<file path="config.mk">
export PLATFORM = sky130hd
export DESIGN_NAME = date_interval_inclusive_days
export DESIGN_NICKNAME = d
export VERILOG_FILES = /design/src/design/dday_pkg.sv /design/src/design/dday_daynum.sv /design/src/design/date_interval_inclusive_days.sv
export VERILOG_INCLUDE_DIRS = /design/src /design/src/design
export SDC_FILE = /design/constraint.sdc
export NUM_CORES = 2
export LEC_CHECK = 0
export ABC_CLOCK_PERIOD_IN_PS = 9400
export BUFFER_PORTS_ARGS = -buffer_cell sky130_fd_sc_hd__buf_4
export CAP_MARGIN = 20
export CORE_MARGIN = 4
export CORE_UTILIZATION = 35
export CTS_BUF_LIST = sky130_fd_sc_hd__clkbuf_4 sky130_fd_sc_hd__clkbuf_8
export DETAILED_ROUTE_END_ITERATION = 10
export GPL_TIMING_DRIVEN = 0
export PLACE_DENSITY = 0.51
export SLEW_MARGIN = 5
export SYNTH_ARGS = -nofsm -noshare
export SYNTH_HDL_FRONTEND = slang
export SYNTH_HIERARCHICAL = 1
export SYNTH_SLANG_ARGS = --single-unit
</file>
<file path="constraint.sdc">
create_clock -name clk -period 9.4 [get_ports clk]
set_input_delay 0.94 -clock clk [delete_from_list [all_inputs] [get_ports clk]]
set_output_delay 0.94 -clock clk [all_outputs]
set_load 0.02 [all_outputs]
</file>
<file path="src/design/date_interval_inclusive_days_defines.svh">
// Assertion macros for the date interval day counter
`ifndef DATE_INTERVAL_INCLUSIVE_DAYS_DEFINES_SVH
`define DATE_INTERVAL_INCLUSIVE_DAYS_DEFINES_SVH
`ifndef NO_ASSERTIONS
`define DDAY_ASSERT_IMP(lbl, clk, rst, ante, cons) \
  lbl: assert property (@(posedge clk) disable iff (rst) (ante) |-> (cons)) \
    else $error("dday: assertion failed");
`define DDAY_ASSERT_NXT(lbl, clk, rst, ante, cons) \
  lbl: assert property (@(posedge clk) disable iff (rst) (ante) |=> (cons)) \
    else $error("dday: assertion failed");
`else
`define DDAY_ASSERT_IMP(lbl, clk, rst, ante, cons)
`define DDAY_ASSERT_NXT(lbl, clk, rst, ante, cons)
`endif
`endif

</file>
<file path="src/design/dday_pkg.sv">
// Types, constants and calendar tables for the date interval day counter
`default_nettype none
package dday_pkg;

  localparam int DATE_W = 27;
  localparam int DAYS_W = 22;
  localparam int DN_W   = 23;

  localparam logic [25:0] RECIP_Q100 = 26'd42949673;
  localparam logic [19:0] RECIP_Y    = 20'd671089;
  localparam logic [12:0] RECIP_C    = 13'd5243;

  localparam logic [DAYS_W-1:0] COUNT_MAX = {DAYS_W{1'b1}};

  typedef struct packed {
    logic            ok;
    logic [DN_W-1:0] dn;
  } dday_res_t;

  function automatic logic [4:0] month_len(input logic [3:0] m);
    logic [4:0] r;
    case (m)
      4'd1, 4'd3, 4'd5, 4'd7, 4'd8, 4'd10, 4'd12: r = 5'd31;
      4'd4, 4'd6, 4'd9, 4'd11:                    r = 5'd30;
      4'd2:                                        r = 5'd28;
      default:                                     r = 5'd0;
    endcase
    return r;
  endfunction

  function automatic logic [8:0] days_before_month(input logic [3:0] m);
    logic [8:0] r;
    case (m)
      4'd2:    r = 9'd31;
      4'd3:    r = 9'd59;
      4'd4:    r = 9'd90;
      4'd5:    r = 9'd120;
      4'd6:    r = 9'd151;
      4'd7:    r = 9'd181;
      4'd8:    r = 9'd212;
      4'd9:    r = 9'd243;
      4'd10:   r = 9'd273;
      4'd11:   r = 9'd304;
      4'd12:   r = 9'd334;
      default: r = 9'd0;
    endcase
    return r;
  endfunction

endpackage
`default_nettype wire

</file>
<file path="src/design/dday_daynum.sv">
// Five-stage pipeline from a packed YYYYMMDD date to its day number and validity
`default_nettype none
module dday_daynum (
  input  logic                           clk,
  input  logic [dday_pkg::DATE_W-1:0]    date,
  output dday_pkg::dday_res_t            res
);
  import dday_pkg::*;

  logic [DATE_W-1:0] s1_v;
  logic [20:0]       s1_q100;
  logic [50:0]       p1;

  logic [6:0]        s2_d;
  logic [20:0]       s2_q100;
  logic [13:0]       s2_y;
  logic [26:0]       rem2;
  logic [38:0]       p2;

  logic [6:0]        s3_m;
  logic [6:0]        s3_d;
  logic [13:0]       s3_y;
  logic [7:0]        s3_c;
  logic [20:0]       rem3;
  logic [24:0]       p3;

  logic [13:0]       s4_y;
  logic [12:0]       s4_leaps;
  logic [8:0]        s4_md;
  logic              s4_ok;
  logic [13:0]       yr100;
  logic              yr_nz;
  logic              c_nz;
  logic              leap;
  logic [14:0]       y3p;
  logic [12:0]       leaps;
  logic [4:0]        lim;
  logic              ok4;
  logic [8:0]        md;

  assign p1 = 51'(date[DATE_W-1:2]) * 51'(RECIP_Q100);

  always_ff @(posedge clk) begin
    s1_v    <= date;
    s1_q100 <= p1[50:30];
  end

  assign rem2 = s1_v - (27'(s1_q100) * 27'd100);
  assign p2   = 39'(s1_q100[20:2]) * 39'(RECIP_Y);

  always_ff @(posedge clk) begin
    s2_d    <= rem2[6:0];
    s2_q100 <= s1_q100;
    s2_y    <= p2[37:24];
  end

  assign rem3 = s2_q100 - (21'(s2_y) * 21'd100);
  assign p3   = 25'(s2_y[13:2]) * 25'(RECIP_C);

  always_ff @(posedge clk) begin
    s3_m <= rem3[6:0];
    s3_d <= s2_d;
    s3_y <= s2_y;
    s3_c <= p3[24:17];
  end

  always_comb begin
    yr100 = s3_y - (14'(s3_c) * 14'd100);
    yr_nz = (yr100 != 14'd0);
    c_nz  = (s3_c[1:0] != 2'd0);
    leap  = ((s3_y[1:0] == 2'd0) && yr_nz) || (!yr_nz && !c_nz);
    y3p   = {1'b0, s3_y} + 15'd3;
    leaps = y3p[14:2] - ({5'd0, s3_c} + {12'd0, yr_nz})
          + ({7'd0, s3_c[7:2]} + {12'd0, (c_nz || yr_nz)});
    lim   = month_len(s3_m[3:0]) + {4'd0, ((s3_m == 7'd2) && leap)};
    ok4   = (s3_m >= 7'd1) && (s3_m <= 7'd12) && (s3_d >= 7'd1)
          && (s3_d <= {2'd0, lim});
    md    = days_before_month(s3_m[3:0]) + {8'd0, ((s3_m > 7'd2) && leap)}
          + {2'd0, s3_d};
  end

  always_ff @(posedge clk) begin
    s4_y     <= s3_y;
    s4_leaps <= leaps;
    s4_md    <= md;
    s4_ok    <= ok4;
  end

  always_ff @(posedge clk) begin
    res.ok <= s4_ok;
    res.dn <= (DN_W'(s4_y) * DN_W'(365)) + DN_W'(s4_leaps) + DN_W'(s4_md);
  end

endmodule
`default_nettype wire

</file>
<file path="src/design/date_interval_inclusive_days.sv">
// A request is accepted when start is high and busy is low; each one ends in a done strobe.
// Throughput: one request per cycle while busy is low; results arrive in request order.
// Day numbers take five stages, the absolute difference one, the count and clamp one.
// Reset clears the valid pipeline and done and sets busy; busy falls once reset is released.
// The receiver cannot stall: each result is shown for exactly one cycle.
`default_nettype none
`include "date_interval_inclusive_days_defines.svh"
module date_interval_inclusive_days (
  input  logic                          clk,
  input  logic                          rst,
  input  logic                          start,
  output logic                          busy,
  input  logic [dday_pkg::DATE_W-1:0]   first_date,
  input  logic [dday_pkg::DATE_W-1:0]   second_date,
  output logic                          done,
  output logic [dday_pkg::DAYS_W-1:0]   inclusive_days,
  output logic                          date_invalid
);
  import dday_pkg::*;

  dday_res_t         res_a;
  dday_res_t         res_b;
  logic [5:0]        vld;
  logic              ok6;
  logic [DN_W-1:0]   diff6;
  logic [DN_W:0]     cnt;

  dday_daynum u_day_a (
    .clk  (clk),
    .date (first_date),
    .res  (res_a)
  );

  dday_daynum u_day_b (
    .clk  (clk),
    .date (second_date),
    .res  (res_b)
  );

  always_ff @(posedge clk) begin
    if (rst) begin
      busy <= 1'b1;
      vld  <= '0;
      done <= 1'b0;
    end else begin
      busy <= 1'b0;
      vld  <= {vld[4:0], (start && !busy)};
      done <= vld[5];
    end
  end

  always_ff @(posedge clk) begin
    ok6   <= res_a.ok && res_b.ok;
    diff6 <= (res_a.dn >= res_b.dn) ? (res_a.dn - res_b.dn) : (res_b.dn - res_a.dn);
  end

  assign cnt = {1'b0, diff6} + (DN_W+1)'(1);

  always_ff @(posedge clk) begin
    date_invalid <= !ok6;
    if (!ok6) begin
      inclusive_days <= '0;
    end else if (cnt > (DN_W+1)'(COUNT_MAX)) begin
      inclusive_days <= COUNT_MAX;
    end else begin
      inclusive_days <= cnt[DAYS_W-1:0];
    end
  end

  `DDAY_ASSERT_NXT(a_done_follows, clk, rst, vld[5], done)
  `DDAY_ASSERT_NXT(a_no_spurious, clk, rst, !vld[5], !done)
  `DDAY_ASSERT_IMP(a_invalid_zero, clk, rst, done && date_invalid, inclusive_days == '0)
  `DDAY_ASSERT_IMP(a_valid_nonzero, clk, rst, done && !date_invalid, inclusive_days != '0)

endmodule
`default_nettype wire

</file>
==> impl_metrics.env <==
export IMPL_final_min_clock_period_ps=8188
export IMPL_ant_nets=0
export IMPL_maxSlewHeadroom_pct=36.55
export IMPL_holdBufCountCts=0
export IMPL_syn_area_um2=60010
export IMPL_synthArstFlopShare_pct=0
export IMPL_synth_top_cell_area_share_pct=30.89
export IMPL_drive_gt1_share_pct=4.732
export IMPL_cp_slowest_cell="dfxtp_1"
export IMPL_hpwlAfterDp_um=117600
export IMPL_hold_viol_final=0
export IMPL_cts_buffers=72
export IMPL_cts_resized=0
export IMPL_dieArea_um2=178200
export IMPL_layout_commonest_cell="inv_1"
export IMPL_wl_per_cell_um=15.90
export IMPL_fmax_mhz=122.1
export IMPL_synth_seq_cells=385
export IMPL_initial_core_util_pct=35.33
export IMPL_min_period_over_period_pct=87.10
export IMPL_end_kind="register"
export IMPL_htree_levels=3
export IMPL_worstPathRequired_ps=9950
export IMPL_report_final_slew_viol_count=0
export IMPL_hold_path_class="register to register"
export IMPL_path_max_fanout=5
export IMPL_setup_violations_final=0
export IMPL_drtIter0Drc=1317
export IMPL_maxCapViolCount=0
export IMPL_grt_pass1_vias=41700
export IMPL_tightest_slew_ps=941.8
export IMPL_yosys_warnings=6
export IMPL_status="completed"
export IMPL_avgViaCountPerCell=4.576
export IMPL_dr_total_vias=38300
export IMPL_post_cts_buffers=0
export IMPL_stdcell_count=8369
export IMPL_skew_ps=33.99
export IMPL_grt_ovfl_total=0
export IMPL_n_fill_cell=16980
export IMPL_ios=82
export IMPL_synth_area_per_cell_um2=10.10
export IMPL_grt_setup_unrepaired="no"
export IMPL_synthAdderAreaFrac_pct=59.68
export IMPL_clk_latency_ps=690
export IMPL_arrival_ps=8740
export IMPL_synth_xor_area_share_pct=3.934
export IMPL_syn2layout_area_growth_pct=8.492
export IMPL_wl_um=133100
export IMPL_die_w_um=422.1
export IMPL_path_clk_slew_ps=60
export IMPL_synth_fp_nets=8307
export IMPL_cts_root_buf="clkbuf_8"
export IMPL_yosysTopAreaCell="fa_1"
export IMPL_cp_start_kind="register"
export IMPL_row_count=151
export IMPL_grtUsageTotal_pct=15.39
export IMPL_place_congestion=0.8564
export IMPL_final_cell_mix="1,660 x inv_1, 1,381 x ha_1, 926 x fa_1"
export IMPL_synth_top_family_by_area="adder cells"
export IMPL_die_y_um=422.1
export IMPL_yosysUniqueCellTypes=94
export IMPL_synth_compound_area_share_pct=7.370
export IMPL_grt_pass1_wl_um=221400
export IMPL_cts_sinks=385
export IMPL_grt_max_degree=13
export IMPL_first_pass_iters=5
export IMPL_yosys_top_cells_area="fa_1 31%, ha_1 29%, dfxtp_1 13%, inv_1 10%, xnor2_1 2.8%"
export IMPL_criticalPathCategory="register to register"
export IMPL_nNetsFinal=8462
export IMPL_synth_enable_flop_cells=0
export IMPL_clock_path_buffers=3
export IMPL_setup_tns_final_ps=0
export IMPL_synth_main_ff_cell="dfxtp_1"
export IMPL_synthMuxAreaShare_pct=0.4232
export IMPL_synth_simple_area_share_pct=5.108
export IMPL_place_inst=8242
export IMPL_core_area_um2=169800
export IMPL_post_synth_inst_count=5943
export IMPL_seq_area_frac_synth_pct=12.84
export IMPL_portBuffers=81
export IMPL_tritoncts="built"
export IMPL_drc=0
export IMPL_critical_path_max_stage_delay_ps=530
export IMPL_antenna_found_initial=3
[metal layers]
metal | share of wire, % | global-route usage [%] | vias to the layer above
li1 | - | - | 19100
met1 | 49 | 21.53 | 18690
met2 | 47 | 26.21 | 405
met3 | 2.4 | 1.639 | 105
met4 | 1.3 | 2.306 | 0
met5 | 0 | 0 | -
[layout make-up]
cell class	instances	area [µm²]	area share, %
Sequential cell	385	7707	11.84
Tap cell	2218	2775	4.262
Clock buffer	100	1308	2.008
Buffer	30	155.1	0.2383
Multi-Input combinational cell	3868	45920	70.53
Antenna cell	2	5.005	0.007687
Timing Repair Buffer	81	608.1	0.9339
Clock inverter	25	400.4	0.6149
Inverter	1660	6231	9.570
[path summary, 6_finish.rpt]
kind	slack (ps)	cells after the start	end	from
worst max-delay path	1210	34	u_day_a/s4_leaps[12]	u_day_a/s3_c[3]
worst min-delay path	310	0	u_day_b/s3_d[2]	u_day_b/s2_d[2]
worst max register to register	1210	34	u_day_a/s4_leaps[12]	u_day_a/s3_c[3]
worst min register to register	310	0	u_day_b/s3_d[2]	u_day_b/s2_d[2]
[registers in the layout (all words and copies together), names as in the netlist, 21 cells and up, named ones only]
name             count
u_day_a/s1_q100     21
u_day_a/res         24
diff6               23
u_day_b/s1_q100     21
inclusive_days      22
u_day_b/res         24
[Yosys cell counts (all sizes together) (56+ instances only)]
| cell | count |
|---|---|
| ha | 1381 |
| a21o | 84 |
| dfxtp | 385 |
| a21oi | 217 |
| fa | 926 |
| nand3 | 56 |
| xnor2 | 189 |
| o21ai | 118 |
| nand2 | 124 |
| inv | 1660 |
| nor2 | 176 |
| xor2 | 78 |
[metrics by stage]
step | setup WS, ps | hold WS [ps] | cell area [µm²] | utilization [%]
after global placement | 1265 | 312.3 | 63400 | 37.33
after detailed placement | 1230 | 312.1 | 63400 | 37.33
final | 1212 | 305.6 | 65110 | 38.33
after global routing | 485.6 | 311.2 | 65110 | 38.33
after CTS | 1146 | 302.3 | 65100 | 38.33
after floorplan | 2204 | 309.6 | 60010 | -
[cells by family (layout without fill, tap and decap cells)]
logic type | Yosys count | in the layout
fa+ha+maj | 2307 | 2307
flops | 385 | 385
mux | 21 | 21
simple gates | 618 | 618
xor+xnor | 268 | 268
buf+inv | 1690 | 1896
other cells | 0 | 2
compound gates | 654 | 654
[worst max-delay path, delay by kind of cell, from the launching register on]
family	cells	cell delay, ps
flip-flops	1	530
XOR/XNOR	3	430
adder cells (fa/ha/maj)	9	3180
AO/OA/AOI/OAI	14	2790
buffers and inverters	3	180
AND/OR/NAND/NOR	5	940
Power is not shown: default switching activity piles up to over one toggle a cycle in this logic, so the estimate is an artifact.
